==> config.mk <==
export PLATFORM = sky130hd
export DESIGN_NAME = priority_ready_queue_scheduler
export DESIGN_NICKNAME = d
export VERILOG_FILES = /design/src/sv/prqs_pkg.sv /design/src/sv/priority_ready_queue_scheduler.sv /design/src/sv/prqs_tick.sv
export SDC_FILE = /design/constraint.sdc
export NUM_CORES = 2
export LEC_CHECK = 0
export BUFFER_PORTS_ARGS = -buffer_cell sky130_fd_sc_hd__buf_2
export CORE_AREA = 2 2 349 351
export DETAILED_ROUTE_END_ITERATION = 8
export DIE_AREA = 0 0 351 353
export HOLD_SLACK_MARGIN = 0.1
export RECOVER_POWER = 25
export SLEW_MARGIN = 10
export SYNTH_ARGS = -nofsm -noshare
export SYNTH_HDL_FRONTEND = slang
export SYNTH_SLANG_ARGS = --single-unit
export TNS_END_PERCENT = 30
==> constraint.sdc <==
create_clock -name clk -period 15.75 [get_ports clk]
set_input_delay 1.575 -clock clk [delete_from_list [all_inputs] [get_ports clk]]
set_output_delay 1.575 -clock clk [all_outputs]
set_load 0.01 [all_outputs]
==> src/sv/prqs_pkg.sv <==
// Shared types and constants for the priority ready queue scheduler.
// No dependencies; imported by every module of the block.
package prqs_pkg;

	localparam int unsigned NUM_THREADS = 16;
	localparam int unsigned ID_W        = 4;
	localparam int unsigned LEN_W       = 5;
	localparam int unsigned TL_W        = 34;

	localparam logic [30:0]     QUANTUM_RESET = 31'd10000000;
	localparam logic [8:0]      EMPTY_PRIO    = 9'd256;
	localparam logic [TL_W-1:0] TL_RESET      = 34'd10000000;

	// Operation codes
	localparam logic [3:0] OP_ENQ    = 4'd0;
	localparam logic [3:0] OP_REM    = 4'd1;
	localparam logic [3:0] OP_SWITCH = 4'd2;
	localparam logic [3:0] OP_TICK   = 4'd3;
	localparam logic [3:0] OP_YIELD  = 4'd4;
	localparam logic [3:0] OP_SETP   = 4'd5;
	localparam logic [3:0] OP_SETPOL = 4'd6;
	localparam logic [3:0] OP_LOCK   = 4'd7;
	localparam logic [3:0] OP_UNLOCK = 4'd8;

	// Reschedule reasons
	localparam logic [1:0] RS_NONE    = 2'd0;
	localparam logic [1:0] RS_SWITCH  = 2'd1;
	localparam logic [1:0] RS_PREEMPT = 2'd2;

	// Status codes
	localparam logic [1:0] ST_OK       = 2'd0;
	localparam logic [1:0] ST_FULL     = 2'd1;
	localparam logic [1:0] ST_NOTFOUND = 2'd2;

	typedef enum logic [3:0] {
		S_IDLE, S_DISP, S_FIND, S_FDONE, S_REMOVE, S_PSTART, S_PSCAN,
		S_PSHIFT, S_MARK, S_SWPOP, S_TICK1, S_TICK2, S_TOP, S_OUT
	} state_t;

endpackage

==> src/sv/priority_ready_queue_scheduler.sv <==
// Priority ready queue scheduler: sequencer, queue slots and thread tables.
// Depends on prqs_pkg and prqs_tick.
//
// Usage: one request enters on in_valid/in_ready with op, thread_id, prio,
// runnable, policy_rr and elapsed_ns. Exactly one result leaves on
// out_valid/out_ready: active thread, changed flag, pending reason,
// switch request, head priority (256 when empty), queue length, status.
// The quantum register is written through cfg_valid/cfg_data; cfg_ready
// is always high and writes are meant for idle periods.
// The sequencer walks the ready queue one slot per cycle with a single
// compare path. Find and place each scan the queue and remove shifts the
// later entries down, so enqueue or set_prio of a queued thread runs find,
// remove and place in turn.
// One request at a time: in_ready is low from acceptance until the result
// is taken. A stalled receiver holds the result and the block.
// Reset clears the queue, sets all priorities to 255, all policies to
// round robin, time left to 10 ms, active thread 0, no lock.
module priority_ready_queue_scheduler (
	input  logic        clk,
	input  logic        arst_n,
	input  logic        cfg_valid,
	output logic        cfg_ready,
	input  logic [30:0] cfg_data,
	input  logic        in_valid,
	output logic        in_ready,
	input  logic [3:0]  op,
	input  logic [3:0]  thread_id,
	input  logic [7:0]  prio,
	input  logic        runnable,
	input  logic        policy_rr,
	input  logic [31:0] elapsed_ns,
	output logic        out_valid,
	input  logic        out_ready,
	output logic [3:0]  active_id,
	output logic        changed,
	output logic [1:0]  resched_reason,
	output logic        switch_request,
	output logic [8:0]  top_prio,
	output logic [4:0]  queue_count,
	output logic [1:0]  status
);
	import prqs_pkg::*;

	state_t state_q, state_d;
	state_t ret_q;

	// latched request
	logic [3:0]  op_q;
	logic [ID_W-1:0] tid_q;
	logic [7:0]  pin_q;
	logic        run_q;
	logic        pol_q;
	logic [31:0] elap_q;

	logic [30:0] quantum_q;
	logic [ID_W-1:0] queue_q [NUM_THREADS];
	logic [7:0]  prio_q [NUM_THREADS];
	logic        rr_q [NUM_THREADS];
	logic signed [TL_W-1:0] tl_q [NUM_THREADS];
	logic [LEN_W-1:0] len_q, idx_q, pos_q, slot_q;
	logic [ID_W-1:0]  cur_q, place_id_q;
	logic [7:0]  place_prio_q;
	logic        before_q, found_q, changed_q;
	logic [1:0]  reason_q, status_q;
	logic [7:0]  lock_q;
	logic [8:0]  top_q;
	logic signed [TL_W-1:0] tl_s1;

	// single read port into the priority table
	logic [ID_W-1:0] prd_addr;
	logic [7:0]      prd;
	logic [LEN_W-1:0] idx_p1, idx_m1;
	logic            place_hit, full, cur_hit;
	logic            tk_add;
	logic signed [TL_W-1:0] tk_opa, tk_res;
	logic            tk_nonpos;

	assign idx_p1 = idx_q + 5'd1;
	assign idx_m1 = idx_q - 5'd1;
	assign full   = (len_q >= LEN_W'(NUM_THREADS));
	assign cur_hit = (tid_q == cur_q);

	always_comb begin
		case (state_q)
			S_PSTART: prd_addr = place_id_q;
			S_PSCAN:  prd_addr = queue_q[idx_q[ID_W-1:0]];
			S_TOP:    prd_addr = queue_q[0];
			default:  prd_addr = cur_q;
		endcase
		prd = prio_q[prd_addr];
		place_hit = before_q ? (place_prio_q <= prd) : (place_prio_q < prd);
	end

	// time-left unit
	assign tk_add = (state_q == S_TICK2);
	assign tk_opa = tk_add ? tl_s1 : tl_q[cur_q];

	prqs_tick u_tick (
		.add_step (tk_add),
		.opa      (tk_opa),
		.elapsed  (elap_q),
		.quantum  (quantum_q),
		.result   (tk_res),
		.nonpos   (tk_nonpos)
	);

	// next state
	always_comb begin
		state_d = state_q;
		unique case (state_q)
			S_IDLE:   if (in_valid) state_d = S_DISP;
			S_DISP: begin
				unique case (op_q)
					OP_ENQ:    state_d = cur_hit ? S_TOP : S_FIND;
					OP_REM:    state_d = S_FIND;
					OP_SWITCH: begin
						if (reason_q == RS_NONE || lock_q != 8'd0)
							state_d = S_TOP;
						else
							state_d = run_q ? S_PSTART : S_SWPOP;
					end
					OP_TICK:   state_d = rr_q[cur_q] ? S_TICK1 : S_TOP;
					OP_SETP:   state_d = (!cur_hit && run_q) ? S_FIND : S_TOP;
					default:   state_d = S_TOP;
				endcase
			end
			S_FIND: begin
				if (idx_q == len_q || queue_q[idx_q[ID_W-1:0]] == tid_q)
					state_d = S_FDONE;
			end
			S_FDONE: begin
				if (op_q == OP_ENQ)
					state_d = (!found_q && full) ? S_TOP :
						(found_q ? S_REMOVE : S_PSTART);
				else
					state_d = found_q ? S_REMOVE : S_TOP;
			end
			S_REMOVE: if (idx_p1 >= len_q) state_d = ret_q;
			S_PSTART: begin
				if (full)
					state_d = (op_q == OP_SWITCH) ? S_SWPOP : S_MARK;
				else
					state_d = S_PSCAN;
			end
			S_PSCAN:  if (idx_q == len_q || place_hit) state_d = S_PSHIFT;
			S_PSHIFT: begin
				if (idx_q == pos_q)
					state_d = (op_q == OP_SWITCH) ? S_SWPOP : S_MARK;
			end
			S_MARK:   state_d = S_TOP;
			S_SWPOP:  state_d = (len_q == 5'd0) ? S_TOP : S_REMOVE;
			S_TICK1:  state_d = S_TICK2;
			S_TICK2:  state_d = S_TOP;
			S_TOP:    state_d = S_OUT;
			S_OUT:    if (out_ready) state_d = S_IDLE;
			default:  state_d = S_IDLE;
		endcase
	end

	// handshake outputs
	always_comb begin
		in_ready  = (state_q == S_IDLE);
		out_valid = (state_q == S_OUT);
		cfg_ready = 1'b1;
	end

	assign active_id      = cur_q;
	assign changed        = changed_q;
	assign resched_reason = reason_q;
	assign switch_request = (reason_q != RS_NONE) && (lock_q == 8'd0);
	assign top_prio       = top_q;
	assign queue_count    = len_q;
	assign status         = status_q;

	// queue slots: no reset, only entries below len_q are read
	always_ff @(posedge clk) begin
		case (state_q)
			S_REMOVE: if (idx_p1 < len_q)
				queue_q[idx_q[ID_W-1:0]] <= queue_q[idx_p1[ID_W-1:0]];
			S_PSHIFT: begin
				if (idx_q == pos_q)
					queue_q[pos_q[ID_W-1:0]] <= place_id_q;
				else
					queue_q[idx_q[ID_W-1:0]] <= queue_q[idx_m1[ID_W-1:0]];
			end
			default: ;
		endcase
	end

	// sequencer and thread tables
	always_ff @(posedge clk or negedge arst_n) begin
		if (!arst_n) begin
			state_q   <= S_IDLE;
			ret_q     <= S_TOP;
			quantum_q <= QUANTUM_RESET;
			len_q     <= '0;
			cur_q     <= '0;
			reason_q  <= RS_NONE;
			lock_q    <= '0;
			top_q     <= EMPTY_PRIO;
			status_q  <= ST_OK;
			changed_q <= 1'b0;
			for (int k = 0; k < NUM_THREADS; k++) begin
				prio_q[k] <= 8'd255;
				rr_q[k]   <= 1'b1;
				tl_q[k]   <= TL_RESET;
			end
		end else begin
			state_q <= state_d;
			if (cfg_valid)
				quantum_q <= cfg_data;
			case (state_q)
				S_IDLE: if (in_valid) begin
					op_q <= op; tid_q <= thread_id; pin_q <= prio;
					run_q <= runnable; pol_q <= policy_rr; elap_q <= elapsed_ns;
					status_q <= ST_OK; changed_q <= 1'b0; idx_q <= '0;
				end
				S_DISP: begin
					case (op_q)
						OP_ENQ: if (cur_hit) status_q <= ST_NOTFOUND;
						OP_SWITCH: begin
							place_id_q <= cur_q;
							before_q   <= (reason_q == RS_PREEMPT);
						end
						OP_YIELD: if (top_q <= {1'b0, prd}) reason_q <= RS_SWITCH;
						OP_SETP: begin
							if (cur_hit) begin
								prio_q[tid_q] <= pin_q;
								if ({1'b0, pin_q} > top_q && reason_q == RS_NONE)
									reason_q <= RS_PREEMPT;
							end else if (!run_q)
								prio_q[tid_q] <= pin_q;
						end
						OP_SETPOL: begin
							tl_q[tid_q] <= $signed({3'd0, quantum_q});
							rr_q[tid_q] <= pol_q;
						end
						OP_LOCK:   if (lock_q != 8'd255) lock_q <= lock_q + 8'd1;
						OP_UNLOCK: if (lock_q != 8'd0) lock_q <= lock_q - 8'd1;
						default: ;
					endcase
				end
				S_FIND: begin
					if (idx_q == len_q)
						found_q <= 1'b0;
					else if (queue_q[idx_q[ID_W-1:0]] == tid_q) begin
						found_q <= 1'b1;
						slot_q  <= idx_q;
					end else
						idx_q <= idx_p1;
				end
				S_FDONE: begin
					idx_q      <= slot_q;
					place_id_q <= tid_q;
					before_q   <= 1'b0;
					ret_q      <= (op_q == OP_REM) ? S_TOP : S_PSTART;
					if (op_q == OP_ENQ) begin
						if (!found_q && full)
							status_q <= ST_FULL;
						else
							prio_q[tid_q] <= pin_q;
					end else begin
						if (op_q == OP_SETP)
							prio_q[tid_q] <= pin_q;
						if (!found_q)
							status_q <= ST_NOTFOUND;
					end
				end
				S_REMOVE: begin
					if (idx_p1 < len_q)
						idx_q <= idx_p1;
					else
						len_q <= len_q - 5'd1;
				end
				S_PSTART: begin
					if (full)
						status_q <= ST_FULL;
					place_prio_q <= prd;
					idx_q        <= '0;
				end
				S_PSCAN: begin
					if (idx_q == len_q || place_hit) begin
						pos_q <= idx_q;
						idx_q <= len_q;
					end else
						idx_q <= idx_p1;
				end
				S_PSHIFT: begin
					if (idx_q == pos_q)
						len_q <= len_q + 5'd1;
					else
						idx_q <= idx_m1;
				end
				S_MARK: if (pin_q < prd && reason_q == RS_NONE) reason_q <= RS_PREEMPT;
				S_SWPOP: begin
					reason_q <= RS_NONE;
					if (len_q == 5'd0)
						status_q <= ST_NOTFOUND;
					else begin
						cur_q     <= queue_q[0];
						changed_q <= (queue_q[0] != cur_q);
						idx_q     <= '0;
						ret_q     <= S_TOP;
					end
				end
				S_TICK1: tl_s1 <= tk_res;
				S_TICK2: begin
					if (tk_nonpos) begin
						tl_q[cur_q] <= tk_res;
						if (top_q <= {1'b0, prd})
							reason_q <= RS_SWITCH;
					end else
						tl_q[cur_q] <= tl_s1;
				end
				S_TOP: top_q <= (len_q == 5'd0) ? EMPTY_PRIO : {1'b0, prd};
				default: ;
			endcase
		end
	end

	// checks
	a_ready_busy: assert property (@(posedge clk) disable iff (!arst_n)
		!(in_ready && out_valid)) else $error("ready while result pending");
	a_len_bound: assert property (@(posedge clk) disable iff (!arst_n)
		len_q <= LEN_W'(NUM_THREADS)) else $error("queue length overflow");
	a_empty_top: assert property (@(posedge clk) disable iff (!arst_n)
		(out_valid && queue_count == 5'd0) |-> (top_prio == EMPTY_PRIO))
		else $error("empty queue without empty priority");
	a_changed_switch: assert property (@(posedge clk) disable iff (!arst_n)
		(out_valid && changed) |-> (op_q == OP_SWITCH))
		else $error("changed flagged outside switch");
endmodule

==> src/sv/prqs_tick.sv <==
// Shared saturating adder for the time-left arithmetic.
// Depends on prqs_pkg. Step 0 charges elapsed time, step 1 adds the quantum.
module prqs_tick (
	input  logic                           add_step,
	input  logic signed [prqs_pkg::TL_W-1:0] opa,
	input  logic [31:0]                    elapsed,
	input  logic [30:0]                    quantum,
	output logic signed [prqs_pkg::TL_W-1:0] result,
	output logic                           nonpos
);
	import prqs_pkg::*;

	logic signed [TL_W:0] b;
	logic signed [TL_W:0] sum;
	localparam logic signed [TL_W:0] SAT_MAX = (35'sd1 <<< (TL_W-1)) - 35'sd1;
	localparam logic signed [TL_W:0] SAT_MIN = -(35'sd1 <<< (TL_W-1));

	// one adder: subtract elapsed or add quantum, then clamp to 34 bits
	always_comb begin
		b = add_step ? $signed({4'd0, quantum}) : -$signed({3'd0, elapsed});
		sum = $signed({opa[TL_W-1], opa}) + b;
		if (sum > SAT_MAX)
			result = SAT_MAX[TL_W-1:0];
		else if (sum < SAT_MIN)
			result = SAT_MIN[TL_W-1:0];
		else
			result = sum[TL_W-1:0];
		nonpos = (opa <= 0);
	end
endmodule
==> impl_metrics.tcl <==
set metrics [dict create \
    status "finished with violations" \
    violations "max-capacitance violations, max-slew violations" \
    antenna_found_initial 5 \
    slowest_delay_ns 2.76 \
    fmax_ghz 0.108 \
    worstSetupPathType "in2async" \
    grt_pass1_wl_um 311000 \
    drtPass1Iterations 6 \
    hold_viol_final 0 \
    path_buf_inv 4 \
    cts_setup_buffers 0 \
    slew_headroom_pct -151 \
    worstPathRequired_ns 16.49 \
    place_congestion 0.978 \
    vias 47400 \
    grt_util_all_layers_pct 33.5 \
    io_buffers 111 \
    drive_gt1_share_pct 20.8 \
    clkSlewWorstSetupHoldPaths_ns 0.06 \
    root_buffer "clkbuf_16" \
    hold_buffers 0 \
    worstPathArrival_ns 9.98 \
    cts_tree "built" \
    worst_hold_path_type "reg2reg" \
    tns_ns 0 \
    clk_path_buf_depth 3 \
    drc 0 \
    cp-start-kind "input port" \
    critPathTopFamily "buffers and inverters" \
    area_growth_pct 10.3 \
    routedWlPerCell_um 29.9 \
    cts_made_buffers 107 \
    finalWirelength_um 211000 \
    clock_latency_ns 0.74 \
    finalSetupViolations 0 \
    nets 5494 \
    rows 128 \
    cpMostUsedCell "clkbuf_1" \
    critPathMaxFanout 62 \
    ctsResizeCount 0 \
    synth_flop_cell "dfrtp_1" \
    synth_edf_count 177 \
    power.leakage_nw 23.1 \
    via_per_inst 6.73 \
    hpwl_um 133000 \
    core-area_sq_um 121000 \
    power_density_nw_per_um2 180 \
    fill_cells 11000 \
    finClkSkew_ns 0.0447 \
    crit_path_top_delay_cell "clkbuf_1" \
    yosys_warnings 0 \
    ys_seq_area_share_pct 45.8 \
    timing.hold.ws_ns 0.453 \
    die_h_um 353 \
    htree_levels 3 \
    cts.sink_count 937 \
    grt_max_degree 148 \
    syn_inst 5457 \
    synth_nets 5629 \
    drtIter0Drc 6600 \
    cp_cell_sequence "clkbuf_1, clkbuf_1, clkbuf_1, buf_4" \
    ys_types 93 \
    syn_avg_cell_area_sq_um 9.87 \
    ys_top_cells_by_area "dfrtp_1 (22%), dfstp_2 (14%), edfxtp_1 (9.9%)" \
    ys_async_sr_fraction_pct 80.7 \
    period_needed_ns 9.24 \
    irDropWorstVdd_mv 0.148 \
    io_pins 113 \
    fp.dieW_um 351 \
    synth_commonest_cells "nand2_1 (747), o21ai_0 (741), dfrtp_1 (474)" \
    ys_seq_elements 937 \
    yosysTopAreaCell "dfrtp_1" \
    post-route-period-util_pct 58.7 \
    final_max_slew_viol_count 384 \
    r2r_slack_ns 7.02 \
    dieArea_sq_um 124000 \
    start_util_pct 44.6 \
    synthMostInstantiatedCell "nand2_1" \
    grt_pass1_vias 45600 \
    yosysTopAreaCellShare_pct 22.0 \
    grt-ovfl-total 0 \
    synth_area_sq_um 53800 \
    max_cap_viol_count 8 \
    grt_setup_unrepaired "false" \
    antenna_left 0 \
    worst_slew_pin_slew_ns 3.77 \
    crit_path_end_kind "asynchronous set/reset pin" \
]
## registers in the layout, indices dropped and copies added (netlist names), 5 cells and up, named ones only
| register | cells |
|---|---|
| lock_q | 8 |
| pin_q | 8 |
| elap_q | 32 |
| pos_q | 5 |
| queue_q | 64 |
| tl_s1 | 34 |
| slot_q | 5 |
| quantum_q | 31 |
| place_prio_q | 8 |
| tl_q | 544 |
| idx_q | 5 |
| rr_q | 16 |
| top_prio | 9 |
| prio_q | 128 |
| queue_count | 5 |
## worst reg2reg max path, cell delays in order, from the launching register on
cell,delay (ns)
dfrtp_4,0.65
buf_4,0.53
buf_4,0.59
mux4_2,0.63
a22o_1,0.30
a221oi_1,1.04
o21ai_0,0.38
ha_1,0.41
nand2_1,0.14
nor2_1,0.08
a221o_1,0.36
nor2b_1,0.17
o31ai_1,0.50
nand2_1,0.62
nor3_2,1.04
buf_4,0.41
o21ai_1,0.47
o21ai_0,0.33
## cells in the final DEF, fill, tap and decap left out, drive strengths merged, types with 47 or more instances in the layout
master	n
a21oi	210
a22oi	176
a31oi	282
buf	230
clkbuf	169
dfrtp	474
dfstp	282
edfxtp	177
ha	83
inv	86
mux2	205
mux2i	246
mux4	130
nand2	755
nand3	66
nor2	266
nor3	58
o21ai	775
o221ai	61
o31ai	61
xnor2	47
## final cells by class
type / count / area, sq um / share of cell area (%)
clock buffer: 144 / 2990 / 5.03
sequential: 937 / 24700 / 41.5
clock inverter: 58 / 681 / 1.15
timing repair buffer: 255 / 1630 / 2.74
multi-input combinational: 3939 / 27100 / 45.6
antenna: 5 / 12.5 / 0.0211
inverter: 82 / 308 / 0.518
tap: 1625 / 2030 / 3.42
## where the power goes
part,internal (mW),switching (mW)
Sequential,2.95,0.323
Clock,1.52,1.11
Combinational,1.55,3.24
## through the flow
step	worst slack, ns	area (sq um)	utilization, %	instances	total power, mW
floorplan	9.68	53800	-	5457	6.32
global placement	7.61	55700	46.2	6838	7.87
detailed placement	7.48	55700	46.2	6838	7.91
CTS	7.46	59400	49.3	7040	10.5
global route	5.23	59400	49.2	7040	11.1
finish	6.51	59400	49.3	7045	10.7
## worst paths after layout
kind,startpoint,end,cells past startpoint
min reg2reg,rr_q[2],rr_q[2],2
max in group clk,active_id[0],tl_q[58],17
min,rr_q[2],rr_q[2],2
min in group asynchronous,arst_n,top_prio[0],1
max reg2reg,active_id[0],tl_q[58],17
max,arst_n,tl_q[419],4
## per-layer routing
| layer | wire length (um) | vias to the layer above | track usage, % |
|---|---|---|---|
| met5 | 12 | - | 0 |
| met4 | 12000 | 2 | 16.8 |
| met3 | 24700 | 711 | 9.25 |
| met2 | 91400 | 3116 | 49.1 |
| met1 | 82900 | 23600 | 45.6 |
| li1 | - | 20000 | - |
## logic make-up after synthesis
logic type / Yosys count / synth area share (%)
xor+xnor: 90 / 1.46
buf+inv: 581 / 4.45
compound gates: 1830 / 20.9
fa+ha+maj: 89 / 2.10
flops: 937 / 45.8
other cells: 1 / 0.00696
simple gates: 1348 / 10.9
mux: 581 / 14.3
No activity file was read; power rests on OpenSTA's default activity.
